### config.mk
export PLATFORM = sky130hd
export DESIGN_NAME = linear_convolution_fir_top
export DESIGN_NICKNAME = d
export VERILOG_FILES = /design/src/design/lcf_pkg.sv /design/src/design/lcf_datapath.sv /design/src/design/lcf_ctrl.sv /design/src/design/linear_convolution_fir_top.sv
export SDC_FILE = /design/constraint.sdc
export NUM_CORES = 2
export LEC_CHECK = 0
export BUFFER_PORTS_ARGS = -buffer_cell sky130_fd_sc_hd__buf_2
export CAP_MARGIN = 25
export CORE_ASPECT_RATIO = 0.75
export CORE_MARGIN = 4
export CORE_UTILIZATION = 44
export DETAILED_ROUTE_END_ITERATION = 7
export PLACE_DENSITY = 0.7
export SYNTH_ARGS = -nofsm -noshare
export SYNTH_HDL_FRONTEND = slang
export SYNTH_SLANG_ARGS = --single-unit
### constraint.sdc
create_clock -name i_clk -period 29.4 [get_ports i_clk]
set_input_delay 2.94 -clock i_clk [delete_from_list [all_inputs] [get_ports i_clk]]
set_output_delay 2.94 -clock i_clk [all_outputs]
set_load 0.02 [all_outputs]
### src/design/lcf_pkg.sv
// Shared types and constants of the linear convolution FIR block.
package lcf_pkg;

    localparam int VAL_W   = 16;  // sample and coefficient width
    localparam int IDX_W   = 5;   // tap index field width
    localparam int CNT_W   = 6;   // tap count register width
    localparam int PROD_W  = 32;  // width of one product
    localparam int ACC_W   = 37;  // width of the exact sum
    localparam int S_DATA_W = 24;
    localparam int M_DATA_W = 40;

    localparam logic [CNT_W-1:0] TAP_COUNT_RST = 6'd32;

    localparam logic OP_LOAD   = 1'b0;
    localparam logic OP_SAMPLE = 1'b1;

    typedef enum logic [2:0] {
        S_IDLE,
        S_MAC,
        S_DRAIN1,
        S_DRAIN2,
        S_OUT
    } t_state;

    // controller to datapath
    typedef struct packed {
        logic load_coef;     // write coefficient at the input tap index
        logic shift_sample;  // push the input sample into the delay line
        logic shift_zero;    // push a zero sample into the delay line
        logic clear_line;    // zero the whole delay line
        logic acc_clear;     // start a new sum
        logic mac_step;      // read one tap and rotate the delay line
        logic mac_use;       // this tap is in use and joins the sum
        logic out_load;      // move the sum into the output register
        logic out_last;      // mark of the result being loaded
    } t_dp_cmd;

    // datapath to controller
    typedef struct packed {
        logic out_free;      // output register can take a word this cycle
    } t_dp_status;

endpackage

### src/design/lcf_datapath.sv
// Datapath: delay line, coefficient memory, multiply-accumulate and output register.
module lcf_datapath #(
    parameter int TAPS = 32,
    parameter int AW   = 5
) (
    input  logic                              i_clk,
    input  logic                              i_rst_n,
    input  lcf_pkg::t_dp_cmd                  i_cmd,
    input  logic [AW-1:0]                     i_mac_addr,
    input  logic [lcf_pkg::IDX_W-1:0]         i_tap_index,
    input  logic signed [lcf_pkg::VAL_W-1:0]  i_value,
    input  logic                              i_m_tready,
    output lcf_pkg::t_dp_status               o_status,
    output logic                              o_out_valid,
    output logic signed [lcf_pkg::ACC_W-1:0]  o_filtered,
    output logic                              o_out_last
);

    logic signed [lcf_pkg::VAL_W-1:0]  r_coef_mem [TAPS];
    logic signed [lcf_pkg::VAL_W-1:0]  r_dl [TAPS];
    logic signed [lcf_pkg::VAL_W-1:0]  r_coef;
    logic signed [lcf_pkg::VAL_W-1:0]  r_samp;
    logic signed [lcf_pkg::PROD_W-1:0] r_prod;
    logic signed [lcf_pkg::ACC_W-1:0]  r_acc;
    logic                              r_v1;
    logic                              r_v2;
    logic                              r_out_valid;
    logic signed [lcf_pkg::ACC_W-1:0]  r_filtered;
    logic                              r_out_last;
    logic signed [lcf_pkg::ACC_W-1:0]  n_acc;

    // coefficient memory, one write port and one registered read port
    always_ff @(posedge i_clk) begin
        if (i_cmd.load_coef) begin
            r_coef_mem[AW'(i_tap_index)] <= i_value;
        end
        if (i_cmd.mac_step) begin
            r_coef <= r_coef_mem[i_mac_addr];
        end
    end

    // delay line; a full rotation during the sum leaves it as it was
    always_ff @(posedge i_clk) begin
        if (!i_rst_n || i_cmd.clear_line) begin
            for (int i = 0; i < TAPS; i++) begin
                r_dl[i] <= '0;
            end
        end else if (i_cmd.shift_sample || i_cmd.shift_zero) begin
            r_dl[0] <= i_cmd.shift_sample ? i_value : '0;
            for (int i = 1; i < TAPS; i++) begin
                r_dl[i] <= r_dl[i-1];
            end
        end else if (i_cmd.mac_step) begin
            for (int i = 0; i < TAPS; i++) begin
                r_dl[i] <= r_dl[(i + 1) % TAPS];
            end
        end
    end

    always_ff @(posedge i_clk) begin
        if (i_cmd.mac_step) begin
            r_samp <= r_dl[0];
        end
        r_prod <= r_coef * r_samp;
    end

    always_comb begin
        n_acc = r_acc;
        if (i_cmd.acc_clear) begin
            n_acc = '0;
        end else if (r_v2) begin
            n_acc = r_acc + lcf_pkg::ACC_W'(r_prod);
        end
    end

    always_ff @(posedge i_clk) begin
        r_acc <= n_acc;
        if (!i_rst_n) begin
            r_v1 <= 1'b0;
            r_v2 <= 1'b0;
        end else begin
            r_v1 <= i_cmd.mac_step && i_cmd.mac_use;
            r_v2 <= r_v1;
        end
    end

    // output register parts the sum from the master side
    always_ff @(posedge i_clk) begin
        if (!i_rst_n) begin
            r_out_valid <= 1'b0;
        end else if (i_cmd.out_load) begin
            r_out_valid <= 1'b1;
        end else if (i_m_tready) begin
            r_out_valid <= 1'b0;
        end
        if (i_cmd.out_load) begin
            r_filtered <= r_acc;
            r_out_last <= i_cmd.out_last;
        end
    end

    assign o_status.out_free = !r_out_valid || i_m_tready;
    assign o_out_valid = r_out_valid;
    assign o_filtered  = r_filtered;
    assign o_out_last  = r_out_last;

endmodule

### src/design/lcf_ctrl.sv
// Controller: tap count register and the sequencer of loads, sums and the frame tail.
module lcf_ctrl #(
    parameter int TAPS = 32,
    parameter int AW   = 5
) (
    input  logic                      i_clk,
    input  logic                      i_rst_n,
    input  logic                      i_cfg_wr_en,
    input  logic [lcf_pkg::CNT_W-1:0] i_cfg_wr_data,
    input  logic                      i_s_tvalid,
    input  logic                      i_opcode,
    input  logic                      i_last,
    input  logic [lcf_pkg::IDX_W-1:0] i_tap_index,
    output logic                      o_s_tready,
    input  lcf_pkg::t_dp_status       i_status,
    output lcf_pkg::t_dp_cmd          o_cmd,
    output logic [AW-1:0]             o_mac_addr
);

    localparam logic [lcf_pkg::CNT_W-1:0] TAPS_C = lcf_pkg::CNT_W'(TAPS);
    localparam logic [AW-1:0]             K_LAST = AW'(TAPS - 1);

    lcf_pkg::t_state           r_state, n_state;
    logic [lcf_pkg::CNT_W-1:0] r_tap_count;
    logic [AW-1:0]             r_k, n_k;
    logic [lcf_pkg::CNT_W-1:0] r_tail, n_tail;
    logic                      r_in_tail, n_in_tail;
    logic [lcf_pkg::CNT_W-1:0] taps_used;
    logic                      s_accept;

    always_comb begin
        if (r_tap_count == '0) begin
            taps_used = lcf_pkg::CNT_W'(1);
        end else if (r_tap_count > TAPS_C) begin
            taps_used = TAPS_C;
        end else begin
            taps_used = r_tap_count;
        end
    end

    always_ff @(posedge i_clk) begin
        if (!i_rst_n) begin
            r_tap_count <= lcf_pkg::TAP_COUNT_RST;
        end else if (i_cfg_wr_en) begin
            r_tap_count <= i_cfg_wr_data;
        end
    end

    always_ff @(posedge i_clk) begin
        if (!i_rst_n) begin
            r_state   <= lcf_pkg::S_IDLE;
            r_k       <= '0;
            r_tail    <= '0;
            r_in_tail <= 1'b0;
        end else begin
            r_state   <= n_state;
            r_k       <= n_k;
            r_tail    <= n_tail;
            r_in_tail <= n_in_tail;
        end
    end

    assign s_accept   = i_s_tvalid && (r_state == lcf_pkg::S_IDLE);
    assign o_mac_addr = r_k;

    always_comb begin
        n_state    = r_state;
        n_k        = r_k;
        n_tail     = r_tail;
        n_in_tail  = r_in_tail;
        o_cmd      = '0;
        o_s_tready = 1'b0;
        case (r_state)
            lcf_pkg::S_IDLE: begin
                o_s_tready = 1'b1;
                if (s_accept) begin
                    if (i_opcode == lcf_pkg::OP_LOAD) begin
                        o_cmd.load_coef = lcf_pkg::CNT_W'(i_tap_index) < TAPS_C;
                    end else begin
                        o_cmd.shift_sample = 1'b1;
                        o_cmd.acc_clear    = 1'b1;
                        n_k       = '0;
                        n_tail    = i_last ? taps_used : '0;
                        n_in_tail = 1'b0;
                        n_state   = lcf_pkg::S_MAC;
                    end
                end
            end
            lcf_pkg::S_MAC: begin
                o_cmd.mac_step = 1'b1;
                o_cmd.mac_use  = lcf_pkg::CNT_W'(r_k) < taps_used;
                n_k = r_k + AW'(1);
                if (r_k == K_LAST) begin
                    n_k     = '0;
                    n_state = lcf_pkg::S_DRAIN1;
                end
            end
            lcf_pkg::S_DRAIN1: begin
                n_state = lcf_pkg::S_DRAIN2;
            end
            lcf_pkg::S_DRAIN2: begin
                n_state = lcf_pkg::S_OUT;
            end
            lcf_pkg::S_OUT: begin
                if (i_status.out_free) begin
                    o_cmd.out_load = 1'b1;
                    o_cmd.out_last = r_in_tail && (r_tail == '0);
                    if (r_tail != '0) begin
                        // next tail result: push a zero and sum again
                        o_cmd.shift_zero = 1'b1;
                        o_cmd.acc_clear  = 1'b1;
                        n_tail    = r_tail - lcf_pkg::CNT_W'(1);
                        n_in_tail = 1'b1;
                        n_k       = '0;
                        n_state   = lcf_pkg::S_MAC;
                    end else begin
                        o_cmd.clear_line = r_in_tail;
                        n_in_tail = 1'b0;
                        n_state   = lcf_pkg::S_IDLE;
                    end
                end
            end
            default: begin
                n_state = lcf_pkg::S_IDLE;
            end
        endcase
    end

endmodule

### src/design/linear_convolution_fir_top.sv
// A load word goes straight into the coefficient memory; the slave side stays open. A sample
// word's result runs the tap loop, S_DRAIN1 and S_DRAIN2, then enters the output register; each
// tail result after a last sample runs them again; the next word is taken in the cycle after the
// last result of a word enters that register. One shared multiply-accumulate steps through the
// coefficient memory port once per tap, plus two pipeline stages. Reset is synchronous, active low:
// control state and the delay line clear, tap_count returns to 32, coefficients stay unwritten.
module linear_convolution_fir_top #(
    parameter int TAPS = 32
) (
    input  logic                         i_clk,
    input  logic                         i_rst_n,
    input  logic                         i_cfg_wr_en,
    input  logic [lcf_pkg::CNT_W-1:0]    i_cfg_wr_data,
    input  logic                         i_s_tvalid,
    output logic                         o_s_tready,
    input  logic [lcf_pkg::S_DATA_W-1:0] i_s_tdata,  // tap_index[4:0], value[20:5], zero[23:21]
    input  logic                         i_s_tuser,  // opcode
    input  logic                         i_s_tlast,  // last_sample
    output logic                         o_m_tvalid,
    input  logic                         i_m_tready,
    output logic [lcf_pkg::M_DATA_W-1:0] o_m_tdata,  // filtered[36:0], zero[39:37]
    output logic                         o_m_tlast   // last_of_frame
);

    localparam int AW = (TAPS > 1) ? $clog2(TAPS) : 1;

    lcf_pkg::t_dp_cmd                 cmd;
    lcf_pkg::t_dp_status              status;
    logic [AW-1:0]                    mac_addr;
    logic signed [lcf_pkg::ACC_W-1:0] filtered;

    lcf_ctrl #(
        .TAPS (TAPS),
        .AW   (AW)
    ) u_ctrl (
        .i_clk         (i_clk),
        .i_rst_n       (i_rst_n),
        .i_cfg_wr_en   (i_cfg_wr_en),
        .i_cfg_wr_data (i_cfg_wr_data),
        .i_s_tvalid    (i_s_tvalid),
        .i_opcode      (i_s_tuser),
        .i_last        (i_s_tlast),
        .i_tap_index   (i_s_tdata[4:0]),
        .o_s_tready    (o_s_tready),
        .i_status      (status),
        .o_cmd         (cmd),
        .o_mac_addr    (mac_addr)
    );

    lcf_datapath #(
        .TAPS (TAPS),
        .AW   (AW)
    ) u_datapath (
        .i_clk       (i_clk),
        .i_rst_n     (i_rst_n),
        .i_cmd       (cmd),
        .i_mac_addr  (mac_addr),
        .i_tap_index (i_s_tdata[4:0]),
        .i_value     (i_s_tdata[20:5]),
        .i_m_tready  (i_m_tready),
        .o_status    (status),
        .o_out_valid (o_m_tvalid),
        .o_filtered  (filtered),
        .o_out_last  (o_m_tlast)
    );

    assign o_m_tdata = {3'b000, filtered};

endmodule

=== Word-level counts from Yosys, hierarchy flattened ===
Memory sizes are Yosys's and may differ from the RTL's. A register that Yosys moved wholly into a read port is not among the register bits.
Cells that the tools add are included.

* Word-level logic and storage cells: 231
* Memories kept: 2
* Output and inout bits: 43
* RAM bits: 1024
* Flip-flop bits (word level): 147

{| class="wikitable"
|+ Memory list
! memory !! depth !! width !! rd ports !! clocked after Yosys merged registers in !! write ports !! RTL line !! RTL
|-
| u_datapath.r_coef_mem || 32 || 16 || 1 || 1 || 1 || lcf_datapath.sv:19 || <nowiki>logic signed [lcf_pkg::VAL_W-1:0] r_coef_mem [TAPS];</nowiki>
|-
| u_datapath.r_dl || 32 || 16 || 32 || 0 || 32 || lcf_datapath.sv:20 || <nowiki>logic signed [lcf_pkg::VAL_W-1:0] r_dl [TAPS];</nowiki>
|}

* Multipliers: 1
* $add $sub $neg: 3
* $lt $le $gt $ge: 2
* Reductions and logical operators: 20
* Bitwise operators: 64
* Equal/unequal tests: 10
* Muxes and demuxes: 116

{| class="wikitable"
|+ Operator list
! cell !! number
|-
| $mux W16 || 65
|-
| $or A1 B1 Y1 || 64
|-
| $mux W6 || 7
|-
| $add A37 B32 Y37 || 1
|-
| $mul A16 B16 Y32 || 1
|-
| $mux W5 || 5
|-
| $mux W1 || 23
|-
| $mux W3 || 5
|-
| $pmux W3 S5 || 1
|-
| $pmux W5 S3 || 1
|-
| $logic_not A6 Y1 || 2
|-
| $mux W2 || 6
|-
| $pmux W6 S2 || 1
|-
| $reduce_and A5 Y1 || 2
|-
| $reduce_and A4 Y1 || 2
|-
| $eq A3 B2 Y1 const B || 2
|-
| $gt A6 B6 Y1 const B || 1
|-
| $lt A5 B6 Y1 || 1
|-
| $ne A2 B1 Y1 const B || 3
|-
| $reduce_bool A6 Y1 || 1
|-
| $sub A6 B1 Y6 const B || 1
|-
| $add A5 B1 Y5 const B || 1
|-
| $eq A5 B5 Y1 const B || 1
|-
| $ne A2 B2 Y1 const B || 2
|-
| other kinds (10) || 17
|}

=== Longest topological paths before layout ===
* Word-level depth: 10
* Depth in mapped cells: 22
* Mapped depth without buffers: 21

=== Modules after synthesis ===
A second synthesis with hierarchy kept.

* Cell total of the unflattened synthesis: 3612
* Area, all modules: 56741.9 µm²

{| class="wikitable"
|+ Modules (own cells, without submodules)
! module !! sequential area each (µm²) !! area an instance (µm²) !! times used !! cells each
|-
| lcf_datapath || 34292.9 || 55403.1 || 1 || 3455
|-
| lcf_ctrl || 420.4 || 1312.5 || 1 || 153
|-
| linear_convolution_fir_top || 0.0 || 26.3 || 1 || 4
|}

=== Worst setup path before layout ===
Ideal clock, no wire load.

* Path kind: input -> register
* From: input i_m_tready
* To: memory u_datapath.r_dl[0][0] in the netlist's numbering, enable pin
* Cell stages on the path: 4
* Path slack: 16511 ps
* Buffers on the path: 0
* Data arrival time: 10152 ps
* Setup time: 2738 ps
* Path through: nand2b_1 > and3_1 > nand3_1 > nand3_1

{| class="wikitable"
|+ RTL lines
! element !! RTL line !! RTL
|-
| from (decl) || linear_convolution_fir_top.sv:20 || <nowiki>input logic i_m_tready,</nowiki>
|-
| to (decl) || lcf_datapath.sv:20 ||
|}

==> flow_metrics.py <==
metrics = {
    "hold_path": {
        "hp-class": "register to register",
        "min_delay_path_depth": 1,
    },
    "sta": {
        "skew_ns": 0.02756,
        "layout_min_cycle_time_ns": 6.628,
        "rsz0062_at_grt": "false",
        "max_freq_mhz": 150.9,
        "setup_viol": 0,
        "slew_headroom_pct": 24.47,
        "hold_viol_final": 0,
        "fin_crit_sh_pct": 22.54,
        "worst_pin_slew_ns": 1.133,
        "fin_setup_tns_ns": 0,
        "slew_viol_final": 0,
    },
    "detailed_routing": {
        "ant_nets": 0,
        "vias": 33607,
        "drt_first_pass_iters": 6,
        "vias_per_cell": 5.584,
        "wire_per_inst_um": 20.27,
        "drc": 0,
        "drt-total-wl_um": 122000,
        "drtIter0Drc": 3490,
    },
    "pwr": {
        "clkPwrFrac_pct": 26.0,
        "design_power_total_mw": 5.593,
        "power_frac_seq_pct": 37.3,
        "intPower_mw": 3.720,
        "comb_power_share_pct": 36.7,
        "powerDensity_nw_per_um2": 87.61,
        "power_switching_mw": 1.873,
        "p_leak_nw": 23.49,
        "switching_share_pct": 33.48,
        "ir_drop_v": 0.0001230,
    },
    "floorplan": {
        "core_um2": 130900,
        "rows": 115,
        "initial_core_util_pct": 44.27,
        "io_pins": 80,
        "dieArea_um2": 137700,
        "die_y_um": 322.4,
        "die_x_um": 427.1,
    },
    "critical_path": {
        "crit_type": "primary input to register",
        "required_ns": 29.83,
        "ff2ff_path_depth": 21,
        "start_kind": "primary input",
        "crit_fanout": 87,
        "end_kind": "register",
        "cp.arrival_ns": 7.05,
    },
    "place": {
        "gp_congestion": 0.8442,
        "dpl.hpwl_um": 76730,
        "portBuffers": 73,
    },
    "grt": {
        "grt_pass1_vias": 32555,
        "grt_antenna_before_repair": 7,
        "gr-total-overflow": 0,
        "grt_max_degree": 227,
        "grt_first_pass_wirelength_um": 190200,
        "grt_usage_pct": 17.60,
    },
    "cts": {
        "post_cts_buffers": 0,
        "post_cts_resize_count": 0,
        "clock-sinks": 1187,
        "cts_tree": "built",
        "clock_path_buffers": 3,
        "cts_root_buf": "clkbuf_16",
        "cts_buffers": 110,
        "clock_latency_ns": 0.73,
        "htreeDepth": 3,
        "clk_pin_slew_worst_paths_ns": 0.06,
        "cts_hold_buf": 0,
    },
    "yosys": {
        "synth_seq_cells": 1187,
        "yosysTopAreaCellShare_pct": 56.67,
        "synth-edff-count": 1094,
        "ys_seq_area_share_pct": 59.88,
        "syn-cell-area_um2": 57970,
        "synth_cell_type_count": 80,
        "synth_cells": 4166,
        "synth-main-ff-cell": "edfxtp_1",
        "synth-async-reset-ratio_pct": 0,
        "synth_area_leaders": "edfxtp_1, fa_1, mux4_2",
        "yosysTopAreaCell": "edfxtp_1",
        "yosys_warnings": 0,
        "postSynthAreaPerCell_um2": 13.92,
    },
    "cells_and_area": {
        "area_growth_pct": 10.12,
        "drive_above_1_share_pct": 11.76,
        "layout_commonest_cell": "edfxtp_1",
        "finalNetCount": 4595,
        "most-common-layout-cells": "edfxtp_1, nand2_1, inv_1, a21oi_1, a22o_1",
    },
    "run": {
        "drv_cap": 0,
    },
    "run_status": {
        "status": "complete, no violations",
    },
}
## metrics by stage
stage | utilization, % | area, um^2 | setup slack [ns] | cells | hold slack, ns
2_1_floorplan | - | 57980 | 16.51 | 4168 | 0.4119
3_3_place_gp | 45.94 | 60150 | 22.08 | 5812 | 0.4419
3_5_place_dp | 45.96 | 60180 | 21.99 | 5813 | 0.4406
4_1_cts | 48.75 | 63830 | 22.78 | 6015 | 0.4528
5_1_grt | 48.75 | 63830 | 22.47 | 6016 | 0.4631
6_report | 48.75 | 63840 | 22.77 | 6018 | 0.4521
## synthesized netlist by cell type, drive strengths merged, types with 3 or more instances
| cell type | count |
|---|---|
| o21bai | 6 |
| nand4b | 4 |
| fa | 263 |
| nand3 | 27 |
| a22oi | 3 |
| xnor2 | 33 |
| a31oi | 11 |
| nor4 | 5 |
| nand3b | 6 |
| nand4 | 5 |
| o31a | 3 |
| a21o | 26 |
| or3 | 4 |
| a2111oi | 4 |
| or2 | 3 |
| o211ai | 10 |
| a22o | 289 |
| mux2 | 16 |
| and4 | 3 |
| a211oi | 18 |
| mux4 | 160 |
| nand2b | 22 |
| nor2b | 15 |
| dfxtp | 93 |
| nor2 | 128 |
| inv | 299 |
| o21a | 20 |
| o31ai | 5 |
| o211a | 4 |
| nor3 | 28 |
| ha | 125 |
| clkbuf | 187 |
| or4 | 3 |
| nand2 | 625 |
| nor3b | 3 |
| a31o | 4 |
| buf | 55 |
| xor2 | 13 |
| and3 | 14 |
| edfxtp | 1094 |
| and2 | 135 |
| a21oi | 295 |
| mux2i | 18 |
| o21ai | 55 |
## area by class of cell
| class | count | area (um^2) |
|---|---|---|
| sequential | 1187 | 34720 |
| fill | 11085 | 67100 |
| antenna | 3 | 7.507 |
| clock inverter | 71 | 774.5 |
| inverter | 300 | 1134 |
| timing repair buffer | 132 | 878.3 |
| multi-input combinational | 2439 | 21250 |
| tap | 1755 | 2196 |
| clock buffer | 131 | 2874 |
## flip-flops by register name (all words and copies together), names as in the netlist
register / cells
u_ctrl.r_state: 3
u_datapath.r_v2: 1
u_datapath.o_out_last: 1
u_ctrl.r_in_tail: 1
u_ctrl.o_mac_addr: 5
u_datapath.r_prod: 32
u_ctrl.r_tail: 6
u_datapath.r_dl: 512
u_datapath.r_acc: 37
u_datapath.o_out_valid: 1
u_ctrl.r_tap_count: 6
u_datapath.r_samp: 16
u_datapath.r_coef: 16
u_datapath.r_coef_mem: 512
u_datapath.o_filtered: 37
u_datapath.r_v1: 1
## cells by family (layout without fill, tap and decap cells)
group                      count (synthesis)  count (layout)  share of synthesized area [%]
adders and majority gates                388             388                          11.78
xor gates and xnor gates                  46              46                         0.6950
other                                      1               6                       0.006469
AOI/OAI and AO/OA                        776             776                          9.326
muxes                                    194             194                          6.837
and+or+nand+nor                         1032            1032                          7.876
buffers and inverters                    542             634                          3.600
DFF                                     1187            1187                          59.88
## power groups by stage
stage,clock (mW),sequential [mW],combinational (mW)
floorplan,0,2.10,1.63
global placement,0,2.12,2.00
detailed placement,0,2.12,2.05
CTS,1.49,2.09,2.07
global route,1.56,2.10,2.34
finish,1.46,2.09,2.05
## critical path: stages
cell      delay, ns
buf_2          0.07
nand2b_1       0.42
and3_2         0.25
buf_4          0.43
nand3_1        0.45
nand2_4        0.66
buf_4          0.76
buf_4          0.85
a21oi_1        0.12
## path summary, 6_finish.rpt
check / start / endpoint / slack (ns)
worst max-delay path: i_m_tready / u_datapath.r_dl[30][12] / 22.77
worst min-delay path: u_datapath.r_v1 / u_datapath.r_v2 / 0.45
worst max register to register: u_datapath.r_samp[7] / u_datapath.r_prod[26] / 22.89
worst min register to register: u_datapath.r_v1 / u_datapath.r_v2 / 0.45
## routing by layer
| layer | routed length, um | vias to the layer above | global-route usage [%] |
|---|---|---|---|
| li1 | - | 15177 | - |
| met1 | 56440 | 17067 | 27.32 |
| met2 | 52770 | 1210 | 25.11 |
| met3 | 10110 | 153 | 3.830 |
| met4 | 2692 | 0 | 4.657 |
| met5 | 0 | - | 0 |
Note: power is estimated with default switching activity, not from simulation.
